$ cat config.mk
export PLATFORM = sky130hd
export DESIGN_NAME = ptms_ctrl
export DESIGN_NICKNAME = d
export VERILOG_FILES = /design/src/rtl/ptms_pkg.sv /design/src/rtl/ptms_ctrl.sv
export SDC_FILE = /design/constraint.sdc
export NUM_CORES = 1
export LEC_CHECK = 0
export BUFFER_PORTS_ARGS = -buffer_cell sky130_fd_sc_hd__buf_4
export CAP_MARGIN = 20
export CORE_AREA = 4 4 41 43
export CTS_CLUSTER_DIAMETER = 150
export DETAILED_ROUTE_END_ITERATION = 8
export DIE_AREA = 0 0 45 47
export PLACE_DENSITY = 0.62
export SYNTH_ARGS = -nofsm -noshare
export SYNTH_HDL_FRONTEND = slang
export SYNTH_SLANG_ARGS = --single-unit
$ cat constraint.sdc
create_clock -name clk_i -period 1.4 [get_ports clk_i]
set_input_delay 0.21 -clock clk_i [delete_from_list [all_inputs] [get_ports clk_i]]
set_output_delay 0.21 -clock clk_i [all_outputs]
set_load 0.1 [all_outputs]
$ cat src/rtl/ptms_pkg.sv
// ----------------------------------------------------------------------------
// ptms_pkg: shared types and constants for the prime table membership search
// Holds the table size default, the controller states and the command and
// status structs passed between controller and datapath.
// ----------------------------------------------------------------------------
package ptms_pkg;

  localparam int unsigned TableSizeDefault = 2048;
  localparam int unsigned ValueW = 16;
  localparam int unsigned FirstPrime = 2;

  typedef enum logic [2:0] {
    ST_BUILD_TEST,
    ST_BUILD_DIV,
    ST_IDLE,
    ST_PROBE,
    ST_WAIT_RD,
    ST_FINAL_RD
  } ctrl_state_e;

  // Commands from the controller to the datapath
  typedef struct packed {
    logic cand_start;   // load divisor 2 and begin trial division
    logic div_step;     // run one trial division step
    logic cand_store;   // write candidate to table, bump fill count
    logic cand_next;    // advance the candidate
    logic query_load;   // capture query, set search window
    logic probe_issue;  // read table at the midpoint
    logic probe_update; // narrow window from read data
    logic final_issue;  // read table at lo
    logic result_load;  // register the answer
  } dp_cmd_t;

  // Status from the datapath back to the controller
  typedef struct packed {
    logic div_busy;     // trial division still running
    logic cand_prime;   // candidate found prime
    logic table_full;   // next store fills the last entry
    logic window_done;  // lo equals hi
    logic sq_over;      // trial divisor squared exceeds the candidate
  } dp_status_t;

endpackage

$ cat src/rtl/ptms_ctrl.sv
// ----------------------------------------------------------------------------
// ptms_ctrl: sequencer for table build and query search
// Steps trial division per candidate after reset, then runs one binary
// search per accepted beat and holds the result until it is taken.
// ----------------------------------------------------------------------------
module ptms_ctrl
  import ptms_pkg::*;
(
  input  logic       clk_i,
  input  logic       rst_ni,
  input  logic       in_valid_i,
  output logic       in_ready_o,
  output logic       out_valid_o,
  input  logic       out_ready_i,
  input  dp_status_t status_i,
  output dp_cmd_t    cmd_o
);

  ctrl_state_e state_q, state_d;
  logic        out_valid_q, out_valid_d;

  always_ff @(posedge clk_i or negedge rst_ni) begin
    if (!rst_ni) begin
      state_q     <= ST_BUILD_TEST;
      out_valid_q <= 1'b0;
    end else begin
      state_q     <= state_d;
      out_valid_q <= out_valid_d;
    end
  end

  assign out_valid_o = out_valid_q;

  // Next state and commands
  always_comb begin
    state_d     = state_q;
    cmd_o       = '0;
    in_ready_o  = 1'b0;
    out_valid_d = out_valid_q;
    // Drop the result beat once it is taken
    if (out_valid_q && out_ready_i) begin
      out_valid_d = 1'b0;
    end
    case (state_q)
      ST_BUILD_TEST: begin
        if (status_i.div_busy) begin
          state_d = ST_BUILD_TEST;
        end else if (!status_i.cand_prime) begin
          cmd_o.cand_next  = 1'b1;
          cmd_o.cand_start = 1'b1;
        end else if (status_i.sq_over) begin
          cmd_o.cand_store = 1'b1;
          cmd_o.cand_next  = 1'b1;
          cmd_o.cand_start = 1'b1;
          if (status_i.table_full) begin
            state_d = ST_IDLE;
          end
        end else begin
          cmd_o.div_step = 1'b1;
        end
      end
      ST_BUILD_DIV: begin
        state_d = ST_BUILD_TEST;
      end
      ST_IDLE: begin
        in_ready_o = 1'b1;
        if (in_valid_i) begin
          cmd_o.query_load = 1'b1;
          state_d = ST_PROBE;
        end
      end
      ST_PROBE: begin
        if (status_i.window_done) begin
          cmd_o.final_issue = 1'b1;
          state_d = ST_FINAL_RD;
        end else begin
          cmd_o.probe_issue = 1'b1;
          state_d = ST_WAIT_RD;
        end
      end
      ST_WAIT_RD: begin
        cmd_o.probe_update = 1'b1;
        state_d = ST_PROBE;
      end
      ST_FINAL_RD: begin
        // Hold the answer in rd_q while the previous beat still waits
        if (!out_valid_q || out_ready_i) begin
          cmd_o.result_load = 1'b1;
          out_valid_d = 1'b1;
          state_d = ST_IDLE;
        end
      end
      default: begin
        state_d = ST_BUILD_TEST;
      end
    endcase
  end

endmodule

==> metrics.csv, run 1 <==
stage,metric,value,unit
synth,synth_area_leader_cell,dfrtp_1,
hold_path,hold_end,state_q[1],
synth,syn-cell-area,302,µm²
final_layout,regArea,104,µm²
power,comb_power_share,79.4,%
worst_setup_path,reg2reg_depth,7,
power,finalPower,1590,µW
synth,synth_top_flop_cell,dfrtp_1,
worst_setup_path,startpoint,state_q[1],
final_layout,fillers,117,
worst_setup_path,r2r-end,state_q[0],
die,dieWidth,45,µm
route,routed-via-count,390,
final_layout,fin_nets,78,
hold_path,holdPathStages,3,
synth,synthesis.nets,46,
synth,synthTopCellsByArea,"dfrtp_1 33%, o21ai_0 6.6%, nand2b_1 6.2%",
power,seqPwrFrac,10.7,%
synth,synth.distinct_cells,20,
die,row_count,13,
power,p_sw_share,50.7,%
die,fp.coreArea,1300,µm²
worst_setup_path,start_kind,register,
global_route,grt_pass1_wl,1800,µm
worst_setup_path,crit_required,1190,ps
synth,synth_area_per_cell,8.15,µm²
global_route,grt_max_degree,10,
final_layout,multi_input_area,274,µm²
final_layout,final_util,61.1,%
sta,maxSlewHeadroom,81.6,%
worst_setup_path,r2r_setup_slack,-80,ps
final_layout,diodes,0,
sta,setup_violations,11,
global_route,grt_use_total,11.8,%
cts,clk_latency,240,ps
sta,finalCritPeriodShare,130,%
global_route,grt-ovfl-total,0,
synth,yosysSeqAreaShare,33.2,%
route,wl_per_cell,12.1,µm
final_layout,final_cell_mix,"13 x buf_4, 10 x buf_12, 5 x buf_6",
synth,ys_seq_elements,4,
die,die_area,2120,µm²
placed_design,hpwlAfterDp,691,µm
synth,ys_warn_count,0,
cts,cts_buffers,3,
worst_setup_path,endpoint_kind,primary output,
sta,rsz0062_at_grt,true,
global_route,grt_pass1_vias,407,
sta,whs,293,ps
placed_design,dpl_worst_slack,-242,ps
sta,tns,-2960,ps
power,pwr-share-clk,10.0,%
power,p_sw,805,µW
sta,skew,4.60,ps
cts,cts_tree,done,
synth,synth.top_cell.area_share,33.2,%
route,vias_per_cell,4.70,
sta,min_period,1820,ps
worst_setup_path,arrival,1610,ps
die,fp.dieH,47,µm
hold_path,hp-class,in -> reg,
synth,synth_edf_count,0,
sta,max_slew.worst_pin.slew,278,ps
run_status,violations,setup timing,
placed_design,gp_congestion,0.772,
final_layout,post_route_cells_drive_above_1_share,70.6,%
power,p_leak,0.000347,µW
route,dr.pass1.iters,2,
sta,fmaxAchievable,549,MHz
cts,cts_sinks,4,
cts,cts.clk_slew.worst_paths,40,ps
power,p_int,782,µW
placed_design,port_buffers,19,
synth,synthArstFlopShare,100,%
final_layout,area_growth,163,%
route,postRouteAntennaNets,0,
cts,cts-root-buf,clkbuf_4,
die,initial_core_util,23.2,%
global_route,antenna_found_initial,0,
route,finalWirelength,1000,µm
run_status,status,"complete, but fails checks",
worst_setup_path,rr_startpoint,state_q[1],
job,cap_violations,0,
sta,slew_viol_final,0,
route,route.detailed.drc,0,
die,pin_count,20,
cts,htree_num_levels,1,
final_layout,layout_commonest_cell,buf_4,
worst_setup_path,crit_fanout,4,
synth,synth_cells,37,
sta,worst_slack,-422,ps
hold_path,worstHoldStart,status_i[4],
route,drt_iter0_markers,4,
power,vdd_drop_max,1.52,mV
power,p_per_area,2000,nW/µm²
sta,hold_viol_final,0,
cts,cts_max_path_buffers,2,
worst_setup_path,path_class,reg -> out,
==> state kept, by name (all words and copies together) (netlist names) <==
| name | flops |
|---|---|
| out_valid_o | 1 |
| state_q | 3 |
==> critical path, stage by stage (launching register included) <==
cell,delay [ps]
dfrtp_1,370
or4_4,570
nor3b_4,230
buf_12,200
==> synthesized netlist by cell type (all sizes together), types with 2 or more instances <==
master,number
nand2,2
o21ai,4
and3,2
nor3,2
inv,2
nand2b,3
dfrtp,4
buf,2
nor2,5
nor2b,2
==> metal layers <==
layer  vias to the layer above  share of wire, %  GRT usage (%)
li1                        188                 -              -
met1                       181                39           11.8
met2                        19                50           20.9
met3                         2               9.3           3.45
met4                         0               1.7           8.77
met5                         -                 0              0
==> through the flow <==
step / cells / instance area, µm²
after CTS: 81 / 776
after floorplan: 37 / 374
final: 83 / 795
after global routing: 83 / 795
after detailed placement: 73 / 534
after global placement: 73 / 534
==> power by group through the flow <==
stage	Combinational, µW	Sequential, µW	Clock, µW
floorplan	698	200	0
global placement	885	165	0
detailed placement	881	167	0
CTS	1210	168	165
global route	1310	173	175
finish	1260	169	158
==> cell families after synthesis <==
logic type / after synthesis / share of synthesized area, %
and+or+nand+nor: 20 / 38.2
DFF: 4 / 33.2
buffers and inverters: 4 / 8.72
muxes: 1 / 3.32
AOI/OAI and AO/OA: 8 / 16.6
==> area by class of cell <==
cell class / instances / share of cell area (%)
Multi-Input combinational cell: 29 / 34.5
Timing Repair Buffer: 29 / 45.8
Tap cell: 15 / 2.36
Inverter: 2 / 0.945
Clock buffer: 4 / 3.31
Sequential cell: 4 / 13.1
==> repair_timing <==
action                                  CTS  global route
hold buffers                              1             0
resized for setup                        45             2
endpoints found under the setup margin   10            11
setup buffers                             3             2
pin swaps                                 6             3
endpoints found under the hold margin     4             0
==> how the worst max path moves through the flow <==
stage,endpoint,slack (ps),depth (start not counted)
2_1_floorplan,cmd_o[8],-680,3
3_3_place_gp,cmd_o[7],-230,3
3_5_place_dp,cmd_o[7],-240,3
4_1_cts,cmd_o[7],-440,3
5_1_grt,cmd_o[7],-460,3
6_report,cmd_o[7],-420,3
Note: power is estimated with default switching activity, not from simulation.
==> inputs of run 2 (changes only) <==
CELL_PAD_IN_SITES_DETAIL_PLACEMENT = 0   (was not set)
CELL_PAD_IN_SITES_GLOBAL_PLACEMENT = 2   (was not set)
CORE_AREA = not set   (was 4 4 41 43)
CORE_MARGIN = 4   (was not set)
CORE_UTILIZATION = 17   (was not set)
DIE_AREA = not set   (was 0 0 45 47)
PLACE_DENSITY = 0.8   (was 0.62)
==> metrics.csv, run 2 (synthesized netlist as in run 1, its figures left out) <==
stage,metric,value,unit
route,wl_per_cell,11.9,µm
power,pwr-share-clk,10.3,%
route,finalWirelength,1110,µm
route,vias_per_cell,4.19,
sta,worst_slack,-433,ps
placed_design,dpl_worst_slack,-239,ps
final_layout,final_util,50.7,%
route,wl_met1,455,µm
global_route,grt_pass1_wl,1960,µm
worst_setup_path,path_cells,or4_4 -> nor3b_4 -> buf_12,
sta,min_period,1830,ps
placed_design,gp_congestion,0.781,
cts,cts_sinks,4,
final_layout,area_growth,168,%
power,comb_power_share,78.8,%
final_layout,final_cell_mix,"16 x buf_4, 10 x buf_12, 4 x nor2_4, 4 x o21ai_0",
sta,finalCritPeriodShare,131,%
final_layout,fin_nets,79,
run_status,status,"complete, but fails checks",
final_layout,fillers,147,
global_route,grt-ovfl-total,0,
worst_setup_path,max_stage_delay,560,ps
route,dr_wl_met3,48,µm
sta,whs,302,ps
global_route,grt_use_total,10.5,%
final_layout,largest_register,state_q,
cts,clk_latency,230,ps
placed_design,hpwlAfterDp,686,µm
worst_setup_path,endpoint_kind,primary output,
sta,tns,-2470,ps
power,p_leak,0.000350,µW
cts,htree_num_levels,1,
global_route,grt_max_degree,10,
final_layout,largest_reg_flops,3,
sta,slew_viol_final,0,
final_layout,layout_commonest_cell,buf_4,
placed_design,placed_area,553,µm²
die,fp.dieH,50.1,µm
cts,cts_tree,done,
route,routed-via-count,390,
job,cap_violations,0,
sta,maxSlewHeadroom,81.6,%
power,vdd_drop_max,1.06,mV
power,p_sw_share,51.6,%
die,row_count,14,
die,initial_core_util,18.9,%
cts,cts_buffers,3,
route,wl_met2,607,µm
worst_setup_path,path_class,reg -> out,
final_layout,post_route_cells_drive_above_1_share,69.6,%
cts,cts-root-buf,clkbuf_4,
global_route,grt_pass1_vias,447,
power,seqPwrFrac,10.9,%
sta,hold_viol_final,0,
worst_setup_path,crit_required,1190,ps
sta,skew,0.520,ps
final_layout,diodes,0,
die,dieWidth,50.1,µm
route,drt_iter0_markers,4,
worst_setup_path,start_kind,register,
route,dr.pass1.iters,4,
sta,fmaxAchievable,545,MHz
worst_setup_path,path_buf_inv,1,
worst_setup_path,arrival,1620,ps
sta,max_slew.worst_pin.slew,278,ps
run_status,violations,setup timing,
die,die_area,2510,µm²
hold_path,hp-class,in -> reg,
route,postRouteAntennaNets,0,
placed_design,port_buffers,19,
final_layout,finalInstanceArea,808,µm²
route,topRoutingLayerUsed,met3,
sta,rsz0062_at_grt,true,
die,fp.coreArea,1590,µm²
worst_setup_path,critPathTopFamily,simple AND/OR/NAND/NOR gates,
cts,cts.clk_slew.worst_paths,40,ps
global_route,antenna_found_initial,0,
worst_setup_path,r2r_setup_slack,-10,ps
route,route.detailed.drc,0,
power,p_per_area,1920,nW/µm²
worst_setup_path,crit_fanout,3,
power,p_int,750,µW
power,p_sw,799,µW
sta,setup_violations,11,
cts,cts_max_path_buffers,2,
die,pin_count,20,
worst_setup_path,cp_slowest_cell,or4_4,
## run 2: area by class of cell
cell class / instances / area [µm²] / share of cell area, %
sequential: 4 / 104 / 12.8
tap: 24 / 30.0 / 3.72
multi-input combinational: 29 / 277 / 34.2
inverter: 2 / 7.51 / 0.929
timing repair buffer: 30 / 364 / 45.0
clock buffer: 4 / 26.3 / 3.25
## run 2: path summary, 6_finish.rpt
| path | to | startpoint | depth (start not counted) |
|---|---|---|---|
| max in group asynchronous | out_valid_o | rst_ni | 2 |
| setup reg to reg | state_q[0] | state_q[1] | 4 |
| hold reg to reg | out_valid_o | out_valid_o | 2 |
| hold / removal | out_valid_o | out_ready_i | 3 |
| min in group asynchronous | out_valid_o | rst_ni | 2 |
| setup / recovery | cmd_o[7] | state_q[1] | 3 |
## run 2: metrics by stage
| step | std cells | total power (µW) |
|---|---|---|
| final | 93 | 1550 |
| after global routing | 93 | 1620 |
| after CTS | 91 | 1510 |
| after detailed placement | 83 | 1070 |
| after global placement | 83 | 1070 |
| after floorplan | 37 | 898 |
## run 2: per-layer routing
metal  vias to the layer above  GRT usage [%]
li1                        192              -
met4                         0           6.91
met2                        16           18.7
met1                       182           10.1
met5                         -              0
met3                         0           3.61
## run 2: tightest hold or removal path: cells and delay by family
kind | cells | cell delay, ps
buffers and inverters | 1 | 70
and+or+nand+nor | 1 | 130
AOI/OAI and AO/OA | 1 | 80
## run 2: timing repair
| action | in CTS | in global routing |
|---|---|---|
| hold buffers | 1 | 0 |
| gates resized for setup | 41 | 3 |
| buffers inserted | 3 | 3 |
| pin swaps | 3 | 5 |
| hold endpoints to repair | 4 | 0 |
| setup endpoints to repair | 10 | 11 |
## run 2: power groups by stage
stage          registers [µW]  clock network [µW]  logic (µW)
6_report                  169                 159        1220
5_1_grt                   173                 176        1270
4_1_cts                   169                 162        1180
3_5_place_dp              167                   0         906
3_3_place_gp              165                   0         908
2_1_floorplan             200                   0         698
==> inputs of run 3 (changes only) <==
CELL_PAD_IN_SITES_GLOBAL_PLACEMENT = 1   (was 2)
CORE_UTILIZATION = 22   (was 17)
PLACE_DENSITY = 0.79   (was 0.8)
==> metrics.csv, run 3 (synthesized netlist as in run 1, its figures left out) <==
stage,metric,value,unit
run_status,status,"complete, but fails checks",
run_status,violations,setup timing,
worst_setup_path,crit_fanout,4,
cts,cts_buffers,3,
global_route,antenna_found_initial,0,
sta,hold_viol_final,0,
sta,setup_violations,10,
die,row_count,13,
global_route,grt-ovfl-total,0,
route,routed-via-count,393,
placed_design,port_buffers,19,
global_route,grt_max_degree,10,
worst_setup_path,start_kind,register,
worst_setup_path,path_class,reg -> out,
route,finalWirelength,1090,µm
sta,slew_viol_final,0,
die,pin_count,20,
worst_setup_path,crit_required,1190,ps
final_layout,post_route_cells_drive_above_1_share,71.6,%
job,cap_violations,0,
placed_design,gp_congestion,0.798,
global_route,grt_use_total,13.3,%
final_layout,layout_commonest_cell,buf_4,
final_layout,area_growth,161,%
global_route,grt_pass1_wl,1890,µm
sta,rsz0062_at_grt,true,
cts,cts-root-buf,clkbuf_4,
die,fp.dieH,45.0,µm
sta,max_slew.worst_pin.slew,278,ps
worst_setup_path,max_stage_delay,570,ps
worst_setup_path,path_cells,or4_4 -> nor3b_4 -> buf_12,
sta,whs,286,ps
final_layout,fin_nets,77,
global_route,gr-usage-met2,22.3,%
worst_setup_path,arrival,1620,ps
placed_design,hpwlAfterDp,725,µm
global_route,grt_pass1_vias,432,
hold_path,hp-class,in -> async,
worst_setup_path,path_buf_inv,1,
final_layout,final_cell_mix,"14 x buf_4, 10 x buf_12, 4 x nor2_4, 4 x o21ai_0",
worst_setup_path,endpoint_kind,primary output,
worst_setup_path,critPathTopFamily,simple AND/OR/NAND/NOR gates,
cts,clk_latency,250,ps
route,vias_per_cell,4.79,
sta,fmaxAchievable,547,MHz
final_layout,largest_reg_flops,3,
route,wl_per_cell,13.3,µm
sta,maxSlewHeadroom,81.6,%
sta,tns,-1970,ps
sta,skew,4.80,ps
cts,cts.clk_slew.worst_paths,40,ps
global_route,gr-usage-met3,3.98,%
final_layout,diodes,0,
cts,cts_max_path_buffers,2,
global_route,grt.met1_usage,14.1,%
power,p_per_area,1990,nW/µm²
final_layout,regArea,104,µm²
route,dr.pass1.iters,2,
global_route,busiest_layer,met2,
route,route.detailed.drc,0,
final_layout,final_util,60.5,%
die,fp.coreArea,1300,µm²
die,die_area,2030,µm²
cts,cts_sinks,4,
sta,min_period,1830,ps
final_layout,fillers,115,
sta,worst_slack,-427,ps
die,initial_core_util,23.2,%
cts,htree_num_levels,1,
route,postRouteAntennaNets,0,
sta,finalCritPeriodShare,130,%
cts,cts_tree,done,
worst_setup_path,cp_slowest_cell,or4_4,
power,p_leak,0.000340,µW
final_layout,multi_input_area,282,µm²
die,dieWidth,45.0,µm
power,vdd_drop_max,1.25,mV
route,drt_iter0_markers,1,
final_layout,largest_register,state_q,
run 3: cell count changes in the layout (fill, tap and decap cells not counted):
cell	delta
inv_1	-1
nand2_2	+1
inv_2	+1
nor2b_2	-1
nand2_1	-1
a211oi_1	-1
nor2b_1	+1
a211oi_2	+1
buf_4	-2
run 3: power by group:
part / total, µW / internal, µW / switching, µW
clock network: 166 / 108 / 58.4
logic: 1230 / 497 / 733
registers: 169 / 149 / 20.0
run 3: what timing repair did:
| item | in CTS | in global routing |
|---|---|---|
| gates resized for setup | 45 | 3 |
| pin swaps | 8 | 3 |
| endpoints found under the setup margin | 10 | 11 |
| hold buffers | 1 | 0 |
| endpoints found under the hold margin | 4 | 0 |
| buffers inserted | 5 | 2 |
run 3: cell type report:
cell class	instances	area share (%)
clock buffer	4	3.34
inverter	2	0.954
multi-input combinational	29	35.8
sequential	4	13.2
tap	15	2.38
timing repair buffer	28	44.4
run 3: per-layer routing:
layer / part of all wire, % / vias to the layer above
met5: 0 / -
met4: 2.3 / 0
met3: 6.3 / 3
met2: 57 / 17
met1: 34 / 186
li1: - / 187
run 3: worst paths after layout:
| kind | depth (start not counted) | from | end | slack [ps] |
|---|---|---|---|---|
| min in group clk_i | 3 | out_ready_i | out_valid_o | 290 |
| hold / removal | 2 | rst_ni | state_q[0] | 290 |
| hold reg to reg | 2 | out_valid_o | out_valid_o | 590 |
| setup reg to reg | 3 | state_q[1] | state_q[0] | 90 |
| setup / recovery | 3 | state_q[1] | cmd_o[7] | -430 |
| max in group asynchronous | 2 | rst_ni | out_valid_o | 1000 |
run 3: stage by stage:
step           total power, µW  setup WS (ps)  area [µm²]  cells
2_1_floorplan              898           -678         374     37
3_3_place_gp              1070           -230         542     74
3_5_place_dp              1080           -250         542     74
4_1_cts                   1590           -441         792     83
5_1_grt                   1640           -489         787     82
6_report                  1570           -427         787     82
run 3: worst register-to-register path: cells and delay by family (launching register included):
family / cells / cell delay [ps]
AND/OR/NAND/NOR: 2 / 750
flip-flops: 1 / 370
AO/OA/AOI/OAI: 1 / 70
